File: config.mk
export PLATFORM = sky130hd
export DESIGN_NAME = ibmw_front_flat
export DESIGN_NICKNAME = d
export VERILOG_FILES = /design/src/rtl/ibmw_pkg.sv /design/src/rtl/ibmw_ifs.sv /design/src/rtl/ibmw_front.sv /design/src/flat_wrapper.sv
export SDC_FILE = /design/constraint.sdc
export NUM_CORES = 1
export LEC_CHECK = 0
export BUFFER_PORTS_ARGS = -buffer_cell sky130_fd_sc_hd__buf_2
export CAP_MARGIN = 20
export CORE_MARGIN = 8
export CORE_UTILIZATION = 26
export DETAILED_ROUTE_END_ITERATION = 6
export PLACE_DENSITY = 0.92
export REMOVE_ABC_BUFFERS = 1
export SLEW_MARGIN = 10
export SYNTH_ARGS = -nofsm -noshare
export SYNTH_HDL_FRONTEND = slang
export SYNTH_SLANG_ARGS = --single-unit
File: constraint.sdc
create_clock -name vclk -period 1.8
set_clock_uncertainty 0.2 [all_clocks]
set_input_delay 0.18 -clock vclk [all_inputs]
set_output_delay 0.18 -clock vclk [all_outputs]
set_load 0.05 [all_outputs]
File: src/rtl/ibmw_pkg.sv
package ibmw_pkg;

   // Input modes.
   localparam logic [2:0] MODE_MAP_LOAD = 3'd0;
   localparam logic [2:0] MODE_PTR_LOAD = 3'd1;
   localparam logic [2:0] MODE_SIZE     = 3'd2;
   localparam logic [2:0] MODE_REQUEST  = 3'd3;
   localparam logic [2:0] MODE_REPLY    = 3'd4;

   // Result kinds.
   localparam logic [1:0] KIND_FETCH = 2'd0;
   localparam logic [1:0] KIND_DATA  = 2'd1;
   localparam logic [1:0] KIND_HOLE  = 2'd2;
   localparam logic [1:0] KIND_ERROR = 2'd3;

   // Register indexes.
   localparam logic [1:0] REG_BLOCK_SIZE_LOG2   = 2'd0;
   localparam logic [1:0] REG_IMAGE_BLOCK_LOG2  = 2'd1;
   localparam logic [1:0] REG_DATA_OFFSET       = 2'd2;
   localparam logic [1:0] REG_PARTITION_SECTOR  = 2'd3;

   localparam int NUM_INODE_PTRS = 15;
   localparam int NUM_DIRECT     = 12;
   localparam int QUEUE_DEPTH    = 2;

   typedef logic [2:0] op_type;
   localparam op_type OP_MAP_LOAD = 3'd0;
   localparam op_type OP_PTR_LOAD = 3'd1;
   localparam op_type OP_SIZE     = 3'd2;
   localparam op_type OP_REQUEST  = 3'd3;
   localparam op_type OP_REPLY    = 3'd4;

   typedef struct packed {
      op_type      op;
      logic [11:0] slot;
      logic [31:0] value;
   } entry_type;

   typedef struct packed {
      logic [4:0]  block_size_log2;
      logic [4:0]  image_block_log2;
      logic [31:0] data_offset;
      logic [31:0] partition_first_sector;
   } cfg_type;

endpackage

File: src/rtl/ibmw_ifs.sv
interface ibmw_req_if;
   logic        valid;
   logic        ready;
   logic [2:0]  mode;
   logic [11:0] slot;
   logic [31:0] value;
   modport source (output valid, mode, slot, value, input ready);
   modport sink (input valid, mode, slot, value, output ready);
endinterface


File: src/rtl/ibmw_front.sv
module ibmw_front #(
   parameter int MAP_ENTRIES = 4096
) (
   ibmw_req_if.sink          req_chan,
   input  logic              queue_full,
   output logic              push,
   output ibmw_pkg::entry_type push_entry
);
   import ibmw_pkg::*;

   logic keep;

   // Loads with an out-of-range slot and unknown modes are dropped here.
   always_comb begin
      keep = 1'b0;
      push_entry.slot  = req_chan.slot;
      push_entry.value = req_chan.value;
      push_entry.op    = OP_SIZE;
      unique case (req_chan.mode)
         MODE_MAP_LOAD: begin
            push_entry.op = OP_MAP_LOAD;
            keep = 32'(req_chan.slot) < 32'(MAP_ENTRIES);
         end
         MODE_PTR_LOAD: begin
            push_entry.op = OP_PTR_LOAD;
            keep = 32'(req_chan.slot) < 32'(NUM_INODE_PTRS);
         end
         MODE_SIZE: begin
            push_entry.op = OP_SIZE;
            keep = 1'b1;
         end
         MODE_REQUEST: begin
            push_entry.op = OP_REQUEST;
            keep = 1'b1;
         end
         MODE_REPLY: begin
            push_entry.op = OP_REPLY;
            keep = 1'b1;
         end
         default: keep = 1'b0;
      endcase
   end

   assign req_chan.ready = !queue_full;
   assign push = req_chan.valid && !queue_full && keep;

endmodule

File: src/flat_wrapper.sv
// flat-port wrapper written by rule: the top's interface ports become plain ports
module ibmw_front_flat import ibmw_pkg::*;
#(
   parameter int MAP_ENTRIES = 4096
)
  (queue_full, push, push_entry, req_chan_valid, req_chan_mode, req_chan_slot, req_chan_value, req_chan_ready);
  ibmw_req_if req_chan_i ();
  input  logic queue_full;
  output logic push;
  output ibmw_pkg::entry_type push_entry;
  input wire logic [$bits(req_chan_i.valid)-1:0] req_chan_valid;
  input wire logic [$bits(req_chan_i.mode)-1:0] req_chan_mode;
  input wire logic [$bits(req_chan_i.slot)-1:0] req_chan_slot;
  input wire logic [$bits(req_chan_i.value)-1:0] req_chan_value;
  output wire logic [$bits(req_chan_i.ready)-1:0] req_chan_ready;
  assign req_chan_i.valid = req_chan_valid;
  assign req_chan_i.mode = req_chan_mode;
  assign req_chan_i.slot = req_chan_slot;
  assign req_chan_i.value = req_chan_value;
  assign req_chan_ready = req_chan_i.ready;
  ibmw_front #(.MAP_ENTRIES(MAP_ENTRIES)) u_core (.req_chan(req_chan_i), .queue_full(queue_full), .push(push), .push_entry(push_entry));
endmodule
# Word level (Yosys, flattened, before mapping)

Index checks and enable logic that the tools add are counted.

Output and inout port bits: 49
Bits in registers: 0
Logic and storage cells: 12
Input port bits: 49

Reduce and logical (&&, ||, !) cells: 5
Equality and inequality tests: 4
Order comparisons: 1
Mux-type cells: 2

Operators with widths:

| cell                                                | count |
|---|---|
| < comparator 12 x 4 -> 1 bit, second input constant | 1 |
| one-hot mux 3 bit (4 select lines)                  | 1 |
| equality test 3 x 2 -> 1 bit, second input constant | 2 |
| OR reduction 4 bit                                  | 1 |
| equality test 3 x 1 -> 1 bit, second input constant | 1 |
| equality test 3 bit, second input constant          | 1 |
| logical NOT 3 bit                                   | 1 |
| logical AND 1 bit                                   | 2 |
| one-hot mux 1 bit (2 select lines)                  | 1 |
| logical NOT 1 bit                                   | 1 |

# Depth between registers and ports, before layout

Depth after elaboration: 4
Gate-level depth with buffers: 3
Gate-level depth less buffers: 3

# Worst setup path before layout

No wires, ideal clock.

Path type: input -> output
Start point: input req_chan_mode[1]
End point: output push_entry[46] in the netlist's numbering
Cell stages on the path: 1
Setup slack: 0.082 ns
Path buffers: 0
Required time: 1.420 ns
Data arrival time: 1.338 ns
Cell sequence: nor3b_1

Word-level cells in the longest chain between the ends: 2
Elaborated cells between the ends (all ways): 5
Those cells by class: eq/ne (3); mux (1); reduce/logical (1)

Ends and longest elaborated chain:

| what                                              | RTL line           | RTL |
|---|---|---|
| from (decl)                                       | flat_wrapper.sv:12 | `input wire logic [$bits(req_chan_i.mode)-1:0] req_chan_mode;` |
| equality test 3 bit, or another cell as far along | ibmw_front.sv:19   | `unique case (req_chan.mode)` |
| one-hot mux 3 bit (4 select lines) *              | ibmw_front.sv:19   |  |
| to (decl)                                         | flat_wrapper.sv:10 | `output ibmw_pkg::entry_type push_entry;` |

Every way passes the cells marked *; elsewhere a longest branch is shown, timed or not.

# Worst setup path in the final report

Start point: input req_chan_mode[2]
End point: output push

Word-level cells in the longest chain between the ends: 4
Elaborated cells between the ends (all ways): 8
Those cells by class: eq/ne (4); mux (1); reduce/logical (3)

Ends and longest elaborated chain:

| what                                                       | RTL line          | RTL |
|---|---|---|
| equality test 3 x 2 -> 1 bit, or another cell as far along | ibmw_front.sv:19  |  |
| OR reduction 4 bit (no line)                               | -                 |  |
| one-hot mux 1 bit (2 select lines) *                       | ibmw_front.sv:19  |  |
| logical AND 1 bit *                                        | ibmw_front.sv:45  | `assign push = req_chan.valid && !queue_full && keep;` |
| to (decl)                                                  | flat_wrapper.sv:9 | `output logic push;` |

Marks and branches as above.

==> flow_metrics.env <==
export IMPL_antenna_found_initial=0
export IMPL_design_area_um2=292
export IMPL_portBuffers=34
export IMPL_area_growth_pct=-32.5
export IMPL_chipWidth_um=56.7
export IMPL_power_density_nw_per_um2=446
export IMPL_ios=98
export IMPL_slowest_delay_ps=280
export IMPL_gr_usage_all_layers=0.134
export IMPL_leakage_uw=0.000174
export IMPL_vias_per_cell=4.87
export IMPL_criticalPathCategory="primary input to output port"
export IMPL_synth_top_area_frac=0.765
export IMPL_rsz0062_at_grt="false"
export IMPL_status="complete, no violations"
export IMPL_crit_required_ps=1420
export IMPL_worstPathMaxFanout=5
export IMPL_syn_mean_instance_area_um2=7.71
export IMPL_drv_slew=0
export IMPL_start_kind="primary input"
export IMPL_synthCells=56
export IMPL_place_area_um2=292
export IMPL_end_kind="output port"
export IMPL_routedWlPerCell_um=39.8
export IMPL_grt_pass1_wl_um=2990
export IMPL_wl_um=2470
export IMPL_cts_hold_buf=0
export IMPL_cp_common_cell="buf_2"
export IMPL_relSlewSlack=0.827
export IMPL_yosysWarnings=0
export IMPL_maxCapViolCount=0
export IMPL_hpwlAfterDp_um=2370
export IMPL_setup_worst_path_start="req_chan_mode[2]"
export IMPL_routed_via_count=302
export IMPL_num_rows=14
export IMPL_place_gp_congestion=0.790
export IMPL_overflow=0
export IMPL_final_common_cell="buf_2"
export IMPL_tightest_slew_ps=261
export IMPL_clock_fmax_ghz=0.708
export IMPL_fin_crit_sh=0.784
export IMPL_synth_cell_types=12
export IMPL_fin_nets=97
export IMPL_start_util=0.283
export IMPL_die_h_um=56.7
export IMPL_hold_class="primary input to output port"
export IMPL_ant_nets=0
export IMPL_crit_slowest_cell="nor4b_2"
export IMPL_arrival_ps=1030
export IMPL_cts_repair_resized=0
export IMPL_peakVddDrop_uv=84.1
export IMPL_diodes=0
export IMPL_first_global_vias=310
export IMPL_finalSetupViolCount=0
export IMPL_grt_max_degree=6
export IMPL_yosysTopAreaCell="buf_4"
export IMPL_layout_common_cells="buf_2 (34), nand4_1 (2)"
export IMPL_hold_viol_final=0
export IMPL_fin_crit_ps=1410
export IMPL_nClkBuffers=0
export IMPL_hp_start="req_chan_value[15]"
export IMPL_drive_gt1_frac=0.826
export IMPL_drt_pass1_iter_count=1
export IMPL_drt_iter0_drc=0
export IMPL_critPathTopFamily="simple AND/OR/NAND/NOR gates"
export IMPL_coreArea_um2=1520
export IMPL_ys_seq_area_frac=0
export IMPL_die_area_um2=3220
export IMPL_drcViolationCount=0
export IMPL_pre_cts_ws_ps=369
export IMPL_crit_buf_inv=2
export IMPL_synth_top_cells_by_area="buf_4 (77%), nor4_4 (4.9%), nor4b_2 (3.5%), nand4_1 (2.9%), mux2i_1 (2.3%)"
export IMPL_critical_path_cell_chain="buf_2, nor4b_2, nand4_1, nand2_1, buf_2"
export IMPL_syn_area_um2=432
export IMPL_cts_setup_buffers=0
export IMPL_layout_setup_ws_ps=388
export IMPL_register_area_um2=0
export IMPL_seq_cells=0
export IMPL_setup_tns_ps=0
==> path summary, 6_finish.rpt <==
path | endpoint | cells past startpoint
max | push | 5
min | push_entry[15] | 0
==> cells in the mapped netlist <==
master	count
mux2i_1	1
and2b_2	1
nand3_1	1
nor3_1	1
nor4_4	1
nor3b_1	1
nand2_1	1
a21o_2	1
buf_4	44
nand4_1	2
inv_1	1
nor4b_2	1
==> power by group <==
part / switching, uW / internal [uW]
clock: 0 / 0
sequential: 0 / 0
combinational: 96.7 / 33.4
total: 96.7 / 33.4
==> per-stage QoR <==
stage	cells	total power (uW)	util	hold slack (ps)
detailed placement	62	131	0.191	160
finish	62	130	0.191	160
global placement	62	129	0.191	160
CTS	62	131	0.191	160
global route	62	135	0.191	160
floorplan	12	30.8	-	160
==> per-layer routing <==
layer / wire length [um] / share of wire / vias up / GRT usage
li1: - / - / 116 / -
met1: 305 / 0.12 / 112 / 0.0414
met2: 1000 / 0.41 / 74 / 0.190
met3: 1160 / 0.47 / 0 / 0.326
met4: 0 / 0 / 0 / 0
met5: 0 / 0 / - / 0
==> area by class of cell <==
type                       instances  area [um2]
fill                             176        1230
inverter                           1        3.75
multi-input combinational         11        97.6
tap                               16        20.0
timing repair buffer              34         170
==> cells by family after synthesis <==
kind of cell	after synthesis	synth area share
muxes	1	0.0232
and+or+nand+nor	9	0.183
buffers and inverters	45	0.774
AOI/OAI and AO/OA	1	0.0203
(Power assumes the default switching activity.)
