--- src/rtl/ibmw_pkg.sv ---
package ibmw_pkg;

   // Input modes.
   localparam logic [2:0] MODE_MAP_LOAD = 3'd0;
   localparam logic [2:0] MODE_PTR_LOAD = 3'd1;
   localparam logic [2:0] MODE_SIZE     = 3'd2;
   localparam logic [2:0] MODE_REQUEST  = 3'd3;
   localparam logic [2:0] MODE_REPLY    = 3'd4;

   // Result kinds.
   localparam logic [1:0] KIND_FETCH = 2'd0;
   localparam logic [1:0] KIND_DATA  = 2'd1;
   localparam logic [1:0] KIND_HOLE  = 2'd2;
   localparam logic [1:0] KIND_ERROR = 2'd3;

   // Register indexes.
   localparam logic [1:0] REG_BLOCK_SIZE_LOG2   = 2'd0;
   localparam logic [1:0] REG_IMAGE_BLOCK_LOG2  = 2'd1;
   localparam logic [1:0] REG_DATA_OFFSET       = 2'd2;
   localparam logic [1:0] REG_PARTITION_SECTOR  = 2'd3;

   localparam int NUM_INODE_PTRS = 15;
   localparam int NUM_DIRECT     = 12;
   localparam int QUEUE_DEPTH    = 2;

   typedef logic [2:0] op_type;
   localparam op_type OP_MAP_LOAD = 3'd0;
   localparam op_type OP_PTR_LOAD = 3'd1;
   localparam op_type OP_SIZE     = 3'd2;
   localparam op_type OP_REQUEST  = 3'd3;
   localparam op_type OP_REPLY    = 3'd4;

   typedef struct packed {
      op_type      op;
      logic [11:0] slot;
      logic [31:0] value;
   } entry_type;

   typedef struct packed {
      logic [4:0]  block_size_log2;
      logic [4:0]  image_block_log2;
      logic [31:0] data_offset;
      logic [31:0] partition_first_sector;
   } cfg_type;

endpackage

--- src/rtl/ibmw_queue.sv ---
module ibmw_queue (
   input  logic                clock,
   input  logic                reset,
   input  logic                push,
   input  ibmw_pkg::entry_type push_entry,
   output logic                full,
   output logic                pop_valid,
   output ibmw_pkg::entry_type pop_entry,
   input  logic                pop
);
   import ibmw_pkg::*;

   localparam int PW = $clog2(QUEUE_DEPTH);
   localparam int CW = $clog2(QUEUE_DEPTH + 1);

   entry_type        slots_ff [QUEUE_DEPTH];
   logic [PW-1:0]    wr_ff, wr_in, rd_ff, rd_in;
   logic [CW-1:0]    count_ff, count_in;

   assign full      = count_ff == CW'(QUEUE_DEPTH);
   assign pop_valid = count_ff != '0;
   assign pop_entry = slots_ff[rd_ff];

   always_comb begin
      wr_in    = wr_ff;
      rd_in    = rd_ff;
      count_in = count_ff;
      if (push) begin
         wr_in = (wr_ff == PW'(QUEUE_DEPTH - 1)) ? '0 : wr_ff + PW'(1);
      end
      if (pop && pop_valid) begin
         rd_in = (rd_ff == PW'(QUEUE_DEPTH - 1)) ? '0 : rd_ff + PW'(1);
      end
      if (push && !(pop && pop_valid)) begin
         count_in = count_ff + CW'(1);
      end else if (!push && pop && pop_valid) begin
         count_in = count_ff - CW'(1);
      end
   end

   always_ff @(posedge clock) begin
      if (reset) begin
         wr_ff    <= '0;
         rd_ff    <= '0;
         count_ff <= '0;
      end else begin
         wr_ff    <= wr_in;
         rd_ff    <= rd_in;
         count_ff <= count_in;
      end
   end

   always_ff @(posedge clock) begin
      if (push) begin
         slots_ff[wr_ff] <= push_entry;
      end
   end

endmodule

--- config.mk ---
export PLATFORM = sky130hd
export DESIGN_NAME = ibmw_queue
export DESIGN_NICKNAME = d
export VERILOG_FILES = /design/src/rtl/ibmw_pkg.sv /design/src/rtl/ibmw_queue.sv
export SDC_FILE = /design/constraint.sdc
export NUM_CORES = 1
export LEC_CHECK = 0
export BUFFER_PORTS_ARGS = -buffer_cell sky130_fd_sc_hd__buf_2
export CORE_MARGIN = 5
export CORE_UTILIZATION = 47
export CTS_CLUSTER_DIAMETER = 150
export CTS_CLUSTER_SIZE = 24
export DETAILED_ROUTE_END_ITERATION = 10
export PLACE_DENSITY = 0.83
export SLEW_MARGIN = 0
export SYNTH_ARGS = -nofsm -noshare
export SYNTH_HDL_FRONTEND = slang
export SYNTH_SLANG_ARGS = --single-unit
--- constraint.sdc ---
create_clock -name clock -period 2.8 [get_ports clock]
set_clock_uncertainty 0.15 [all_clocks]
set_input_delay 0.42 -clock clock [delete_from_list [all_inputs] [get_ports clock]]
set_output_delay 0.42 -clock clock [all_outputs]
set_load 0.05 [all_outputs]
* Word-level counts from Yosys, hierarchy flattened
Memory sizes are Yosys's and may differ from the RTL's. A register that Yosys moved wholly into a read port is not among the register bits. Index checks and enable logic that the tools add are counted.
Word-level totals: memories 1, bits of input ports 51, bits in writable memories 94, output and inout bits 49, register bits 4
Memory list:
- slots_ff | depth 2, width 47, rd ports 1, clocked after memory_dff 1, write ports 1, RTL line ibmw_queue.sv:16 | entry_type slots_ff [QUEUE_DEPTH];
Operators by class: reductions and logical operators 8, multiplexer cells 8, equal/unequal tests 1, add/sub/neg operators 4
Operators by type and width (count):
- $mux 1 | 6
- $logic_and 1x1->1 | 4
- $mux 2 | 2
- $reduce_bool 2->1 | 2
- $add 1x1->1 const B | 2
- $add 2x1->2 const B | 1
- $eq 2x2->1 const B | 1
- $logic_not 1->1 | 2
- $sub 2x1->2 const B | 1

* Longest topological paths before layout
Gate-level depths: netlist of run 1.
depth in word-level cells 5, gate-level depth with buffers 3, depth with buffers taken out 3

* Worst setup path after synthesis of run 1
OpenSTA, ideal clock, no wires.
path type input -> register, from input port push, to memory slots_ff[0][0] (netlist name), enable pin, path buffers 0, data arrival time 2508 ps, stages 1, slack -316 ps, library setup time 457 ps, data required time 2193 ps, cells stage by stage nor2b_1
On the way: longest elaborated chain between the ends 2
RTL lines:
- start, declared | RTL line ibmw_queue.sv:4 | input logic push,
- $mux 1 | RTL line ibmw_queue.sv:54 | if (push) begin
- $mux 1 (not written as such) | RTL line ibmw_queue.sv:55 | slots_ff[wr_ff] <= push_entry;
- end, declared | RTL line ibmw_queue.sv:16
Every way passes these cells.

==> summary.md, run 1 <==
| Metric | Value |
|---|---|
| Die area | 9860 sq um |
| Avg Cell Area, Syn | 21.9 sq um |
| First-pass GRT wire length | 9520 microns |
| CTS resizes | 0 |
| GRT Util Overall | 12.7% |
| Worst-path cell chain | buf_12, mux2_2, buf_2 |
| Post-Route WL | 5980 microns |
| Final Max Slew Viols | 0 |
| Ports | 100 |
| Largest net degree at the start of global routing | 48 |
| Nets | 331 |
| Initial antenna violation count | 0 |
| Non-filler instance count after layout | 386 |
| Total grt overflow | 0 |
| Post-DP HPWL | 4180 microns |
| DR iter-0 viols | 76 |
| Routability Congestion | 0.690 |
| Run status | finished, final reports clean |
| Worst-Skew Late Latency | 0.33 ns |
| Reg2Reg Setup Slack | about 1.1 ns |
| Worst-case hold path end point | slots_ff[1][10] |
| Util after Layout | 58.5% |
| Worst-path maximum fanout | 47 |
| Synthesized area | ~3700 sq um |
| Highest Clock Rate | 460 MHz |
| Core ar. | roughly 8000 sq um |
| Antenna cells | 0 |
| Post-Place Cell Area | 4390 sq um |
| Rows | 32 |
| Setup Slack @ Placement | 0.897 ns |
| Synthesized Nets | 222 |
| Hold buffers post-CTS | 0 |
| DIE HEIGHT | approximately 99 microns |
| R2R depth | 2 |
| Final hold violations | 0 |
| Worst hold slack | around 0.12 ns |
| Worst Setup Path Type | reg -> out |
| Fin crit share | 77.6% |
| RSZ-0062 raised after global routing | false |
| R2r endpoint | slots_ff[1][15] |
| Clock slew seen by the registers of the worst setup and hold paths | 0.09 ns |
| RR Startpoint | wr_ff |
| Max_slew headroom | 63.3% |
| Setup bufs post-CTS | 0 |
| CP Capture Type | output port |
| Synth warn | 0 |
| Static leakage power | 1.75 nW |
| Slowest stage delay, CP | 0.39 ns |
| CTS tree | yes |
| Period minus WS final | roughly 2.2 ns |
| Crit path launch type | register |
| Die Wd | slightly below 100 microns |
| Area grow syn2layout | 21.3% |
| Synth Register Bits | 99 |
| CTS Sinks | 99 |
| Setup TNS | 0 ns |
| Post-DRT Antenna Nets | 0 |
| VDD IR max | roughly 0.37 mV |
| Count of input and output buffers | slightly below 100 |
| DR pass1 iterations | 4 |
| Vias in the first global route | between 1500 and 2000 |
| CTS buffer count | 9 |
| Post-Layout Inst Area | ~4500 sq um |
| Number of distinct library cells after synthesis | 21 |
| Via count | around 1800 |
| Placed insts | 371 |
| Hold depth | 1 |
| Tot Pwr | 3.06 mW |
| Post-synthesis sequential area ratio | 78.0% |
| Final worst setup slack | around 0.63 ns |
| Pwr dens | between 600 and 700 nW/um^2 |
| Crit path max-delay family | buffers and inverters |
| H-tree lvl count | 3 |
| Clock buffer depth | 2 |
| Crit path buf inv count | 2 |
| Layout cells sized above 1 | 59.9% |
| Slowest cell on the critical path | mux2_2 |
| Max_cap viols | 0 |
| Mapped Cells | 171 |
| Slew @ Worst Pin | around 0.55 ns |
| Avg Vias per Cell | around 4.8 |
| CTS root buffer | clkbuf_8 |
| Final setup vio count | 0 |
| Starting Density | 48.3% |
| DRC | 0 |
| Worst endpoint required time | approximately 2.2 ns |
| Data arrival, critical path | 1.60 ns |
| HP Start | push_entry[10] |
| Fill count | 598 |
| Routed length per instance | 15.5 microns |
| Hold crit path type | in -> reg |
[power by group]
part | switching (mW) | total (mW) | internal, mW
sequential | 0.0228 | 1.74 | 1.72
combinational | 0.393 | 0.579 | 0.186
clock | 0.431 | 0.745 | 0.314
total | 0.847 | 3.06 | 2.22
[logic make-up (layout without fill, tap and decap cells)]
kind of cell / after synthesis / in the layout / synth area share, %
AO/OA/AOI/OAI: 3 / 3 / 0.500
XOR/XNOR: 2 / 2 / 0.467
buffers and inverters: 5 / 118 / 1.33
multiplexers: 49 / 49 / 17.8
flip-flops: 99 / 99 / 78.0
AND/OR/NAND/NOR: 13 / 13 / 1.94
[registers in the layout, indices dropped and copies added (netlist names), named ones only]
| register | flops |
|---|---|
| count_ff | 2 |
| rd_ff | 1 |
| slots_ff | 94 |
| wr_ff | 1 |
[worst max path at each step]
| stage | startpoint | endpoint | slack (ns) | cells after the start |
|---|---|---|---|---|
| after floorplan | push | slots_ff[0][0] | 0.56 | 1 |
| after global placement | push | slots_ff[0][16] | 0.94 | 3 |
| after detailed placement | push | slots_ff[0][1] | 0.90 | 3 |
| after CTS | register | pop_entry[31] | 0.60 | 3 |
| after global routing | register | pop_entry[27] | 0.55 | 3 |
| final | register | pop_entry[31] | 0.63 | 3 |
[routing by layer]
metal / vias up / part of all wire, % / GRT usage [%]
met2: 66 / 51 / 21.2
met1: 886 / 41 / 15.4
li1: 879 / - / -
met5: - / 0 / 0
met4: 0 / 0.47 / 5.36
met3: 3 / 6.7 / 3.79
[placed cells by master (no fill, tap or decap)]
cell,instances
buf_2,99
edfxtp_1,94
mux2_4,31
mux2_2,17
clkbuf_8,9
nor2_1,4
dfxtp_1,4
clkinvlp_4,3
buf_4,2
buf_12,2
or2_2,1
and2_2,1
and2b_4,1
nor2b_4,1
nor2b_1,1
and2b_1,1
a21oi_2,1
o21ai_0,1
xor2_1,1
xnor2_1,1
nand2b_1,1
a21oi_1,1
nand2_1,1
mux2i_1,1
nor3_1,1
dfxtp_2,1
clkbuf_1,1
clkinv_1,1
clkinv_2,1
[final cells by class]
cell class,instances,area (sq um),share of cell area [%]
clock buffers,10,128,2.81
multi-input cells,67,785,17.3
well taps,102,128,2.81
flip-flops and latches,99,2920,64.3
clock inverters,5,31.3,0.688
repair buffers,103,551,12.1
[Yosys cell counts]
library cell	instances	area, sq um
and2b_1	1	7.51
mux2_2	17	191
xor2_1	1	8.76
mux2_4	31	465
mux2i_1	1	10.0
buf_2	1	5.00
xnor2_1	1	8.76
edfxtp_1	94	2820
nor2b_1	2	12.5
nand2_1	1	3.75
nor3_1	1	5.00
buf_6	4	45.0
o21ai_0	1	5.00
or2_2	1	6.26
and2_1	1	6.26
and2b_4	1	10.0
nand2b_1	1	6.26
nor2_1	4	15.0
a21oi_1	1	5.00
a21oi_2	1	8.76
dfxtp_1	5	100
Power figures use the tool's default switching activity.
==> inputs of run 2 (changes only) <==
--- a/config.mk
+++ b/config.mk
@@ -7,11 +7,11 @@
 export LEC_CHECK = 0
 export BUFFER_PORTS_ARGS = -buffer_cell sky130_fd_sc_hd__buf_2
 export CORE_MARGIN = 5
-export CORE_UTILIZATION = 47
+export CORE_UTILIZATION = 50
 export CTS_CLUSTER_DIAMETER = 150
 export CTS_CLUSTER_SIZE = 24
 export DETAILED_ROUTE_END_ITERATION = 10
-export PLACE_DENSITY = 0.83
+export PLACE_DENSITY = 0.84
 export SLEW_MARGIN = 0
 export SYNTH_ARGS = -nofsm -noshare
 export SYNTH_HDL_FRONTEND = slang
==> constraint.sdc (replaced) <==
create_clock -name clock -period 2.15 [get_ports clock]
set_clock_uncertainty 0.15 [all_clocks]
set_input_delay 0.3225 -clock clock [delete_from_list [all_inputs] [get_ports clock]]
set_output_delay 0.3225 -clock clock [all_outputs]
set_load 0.05 [all_outputs]
==> summary.md, run 2 (same netlist as run 1, synthesis figures left out) <==
| Metric | Value |
|---|---|
| Clock slew seen by the registers of the worst setup and hold paths | 0.09 ns |
| Highest Clock Rate | roughly 510 MHz |
| Rows | 31 |
| Vias in the first global route | 1949 |
| Setup bufs post-CTS | 0 |
| Die area | 9330 sq um |
| Run status | finished, final reports clean |
| Fill count | 555 |
| Pwr dens | 866 nW/um^2 |
| Core ar. | 7290 sq um |
| CTS buffer count | 9 |
| Most common cell after layout, fill and taps aside | buf_2 |
| DRC | 0 |
| Routability Congestion | 0.724 |
| Share of power burned in registers | 54.6% |
| Avg Vias per Cell | 4.77 |
| Worst hold slack | 0.0213 ns |
| Top flop regs | slots_ff (94), count_ff (2) |
| Post-Place Cell Area | between 4000 and 5000 sq um |
| Count of input and output buffers | 99 |
| Switch share | approximately 27% |
| Post-DRT Antenna Nets | 0 |
| Int Power | 3.04 mW |
| Worst-case hold path end point | slots_ff[0][26] |
| RSZ-0062 raised after global routing | false |
| Period minus WS final | 1.97 ns |
| Worst Setup Path Type | reg -> out |
| Hold buffers post-CTS | 8 |
| GRT Util Overall | 14.0% |
| Die Wd | around 97 microns |
| Slew @ Worst Pin | 0.464 ns |
| Crit path launch type | register |
| Layout cells sized above 1 | 55.8% |
| Starting Density | 51.4% |
| Initial antenna violation count | 0 |
| Final hold violations | 0 |
| DR iter-0 viols | 26 |
| Setup TNS | 0 ns |
| Static leakage power | approximately 1.9 nW |
| CTS resizes | 0 |
| Hold depth | 1 |
| Max_slew headroom | 69.1% |
| Reg2Reg Setup Slack | 0.63 ns |
| HP Start | push_entry[26] |
| VDD IR max | approximately 0.53 mV |
| Post-DP HPWL | approximately 4300 microns |
| CTS tree | yes |
| Worst-path maximum fanout | 23 |
| Clock share of power | 26.4% |
| Max_cap viols | 0 |
| Most frequent cells in the layout | buf_2 (99), edfxtp_1 (94), mux2_4 (31) |
| Hold crit path type | in -> reg |
| Combinational share of power | 18.9% |
| Largest Register | slots_ff |
| Setup Slack @ Placement | 0.528 ns |
| Post-Layout Inst Area | between 4000 and 5000 sq um |
| Antenna cells | 0 |
| Final Max Slew Viols | 0 |
| CTS Sinks | approximately 100 |
| CP Capture Type | output port |
| CTS root buffer | clkbuf_8 |
| Final setup vio count | 0 |
| Routed length per instance | 15.8 microns |
| Fin crit share | roughly nine tenths |
| Nets | between 300 and 400 |
| Post-Route WL | approximately 6400 microns |
| DR pass1 iterations | 3 |
| Via count | 1942 |
| Worst-Skew Late Latency | 0.33 ns |
| H-tree lvl count | 3 |
| Final worst setup slack | between 0.15 and 0.2 ns |
| Total grt overflow | 0 |
| DIE HEIGHT | 96.6 microns |
| R2R depth | 2 |
| Max reg flops | 94 |
| Data arrival, critical path | 1.50 ns |
| R2r endpoint | slots_ff[1][2] |
| Clock buffer depth | 2 |
| First-pass GRT wire length | 9350 microns |
| Area grow syn2layout | 28.1% |
| RR Startpoint | wr_ff |
| Switching power summed over all nets | approximately 1.1 mW |
| Largest net degree at the start of global routing | 34 |
| Util after Layout | 65.8% |
| Worst endpoint required time | between 1.5 and 2 ns |
| Ports | 100 |
-- run 2: changes by cell type in the layout (fill, tap and decap cells not counted) --
cell,delta
clkinv_4,+1
dlygate4sd3_1,+22
buf_4,+2
bufinv_16,+1
clkinvlp_4,-2
-- run 2: how the worst max path moves through the flow --
stage          startpoint  slack (ns)              to
2_1_floorplan        push       0.008  slots_ff[0][0]
3_3_place_gp     register        0.54   pop_entry[28]
3_5_place_dp     register        0.53   pop_entry[32]
4_1_cts          register        0.14   pop_entry[32]
5_1_grt          register        0.10   pop_entry[33]
6_report         register        0.18   pop_entry[32]
-- run 2: through the flow --
stage          total power, mW  instances
6_report                  4.16        407
5_1_grt                   4.34        407
4_1_cts                   4.20        393
3_5_place_dp              3.08        370
3_3_place_gp              3.06        370
2_1_floorplan             2.89        171
-- run 2: final cells by class --
cell class | count | area [sq um] | share of cell area, %
Multi-Input combinational cell | 67 | 785 | 16.3
Clock inverter | 5 | 55.1 | 1.15
Sequential cell | 99 | 2920 | 60.9
Clock buffer | 10 | 128 | 2.66
Tap cell | 99 | 124 | 2.58
Timing Repair Buffer | 127 | 786 | 16.4
-- run 2: power by group through the flow --
stage	registers, mW	logic, mW	clock network (mW)
floorplan	2.31	0.585	0
global placement	2.31	0.755	0
detailed placement	2.32	0.765	0
CTS	2.27	0.778	1.15
global route	2.28	0.828	1.23
finish	2.27	0.787	1.10
-- run 2: critical path: stages, from the launching register on --
cell and delay, ns:
dfxtp_2 0.38, buf_12 0.21, mux2_2 0.35, buf_2 0.21
-- run 2: layer usage --
layer / vias up / share of wire, % / GRT usage (%)
met3: 7 / 6.0 / 3.56
met4: 0 / 1.1 / 5.61
met5: - / 0 / 0
met2: 61 / 53 / 25.5
met1: 943 / 40 / 15.5
li1: 931 / - / -
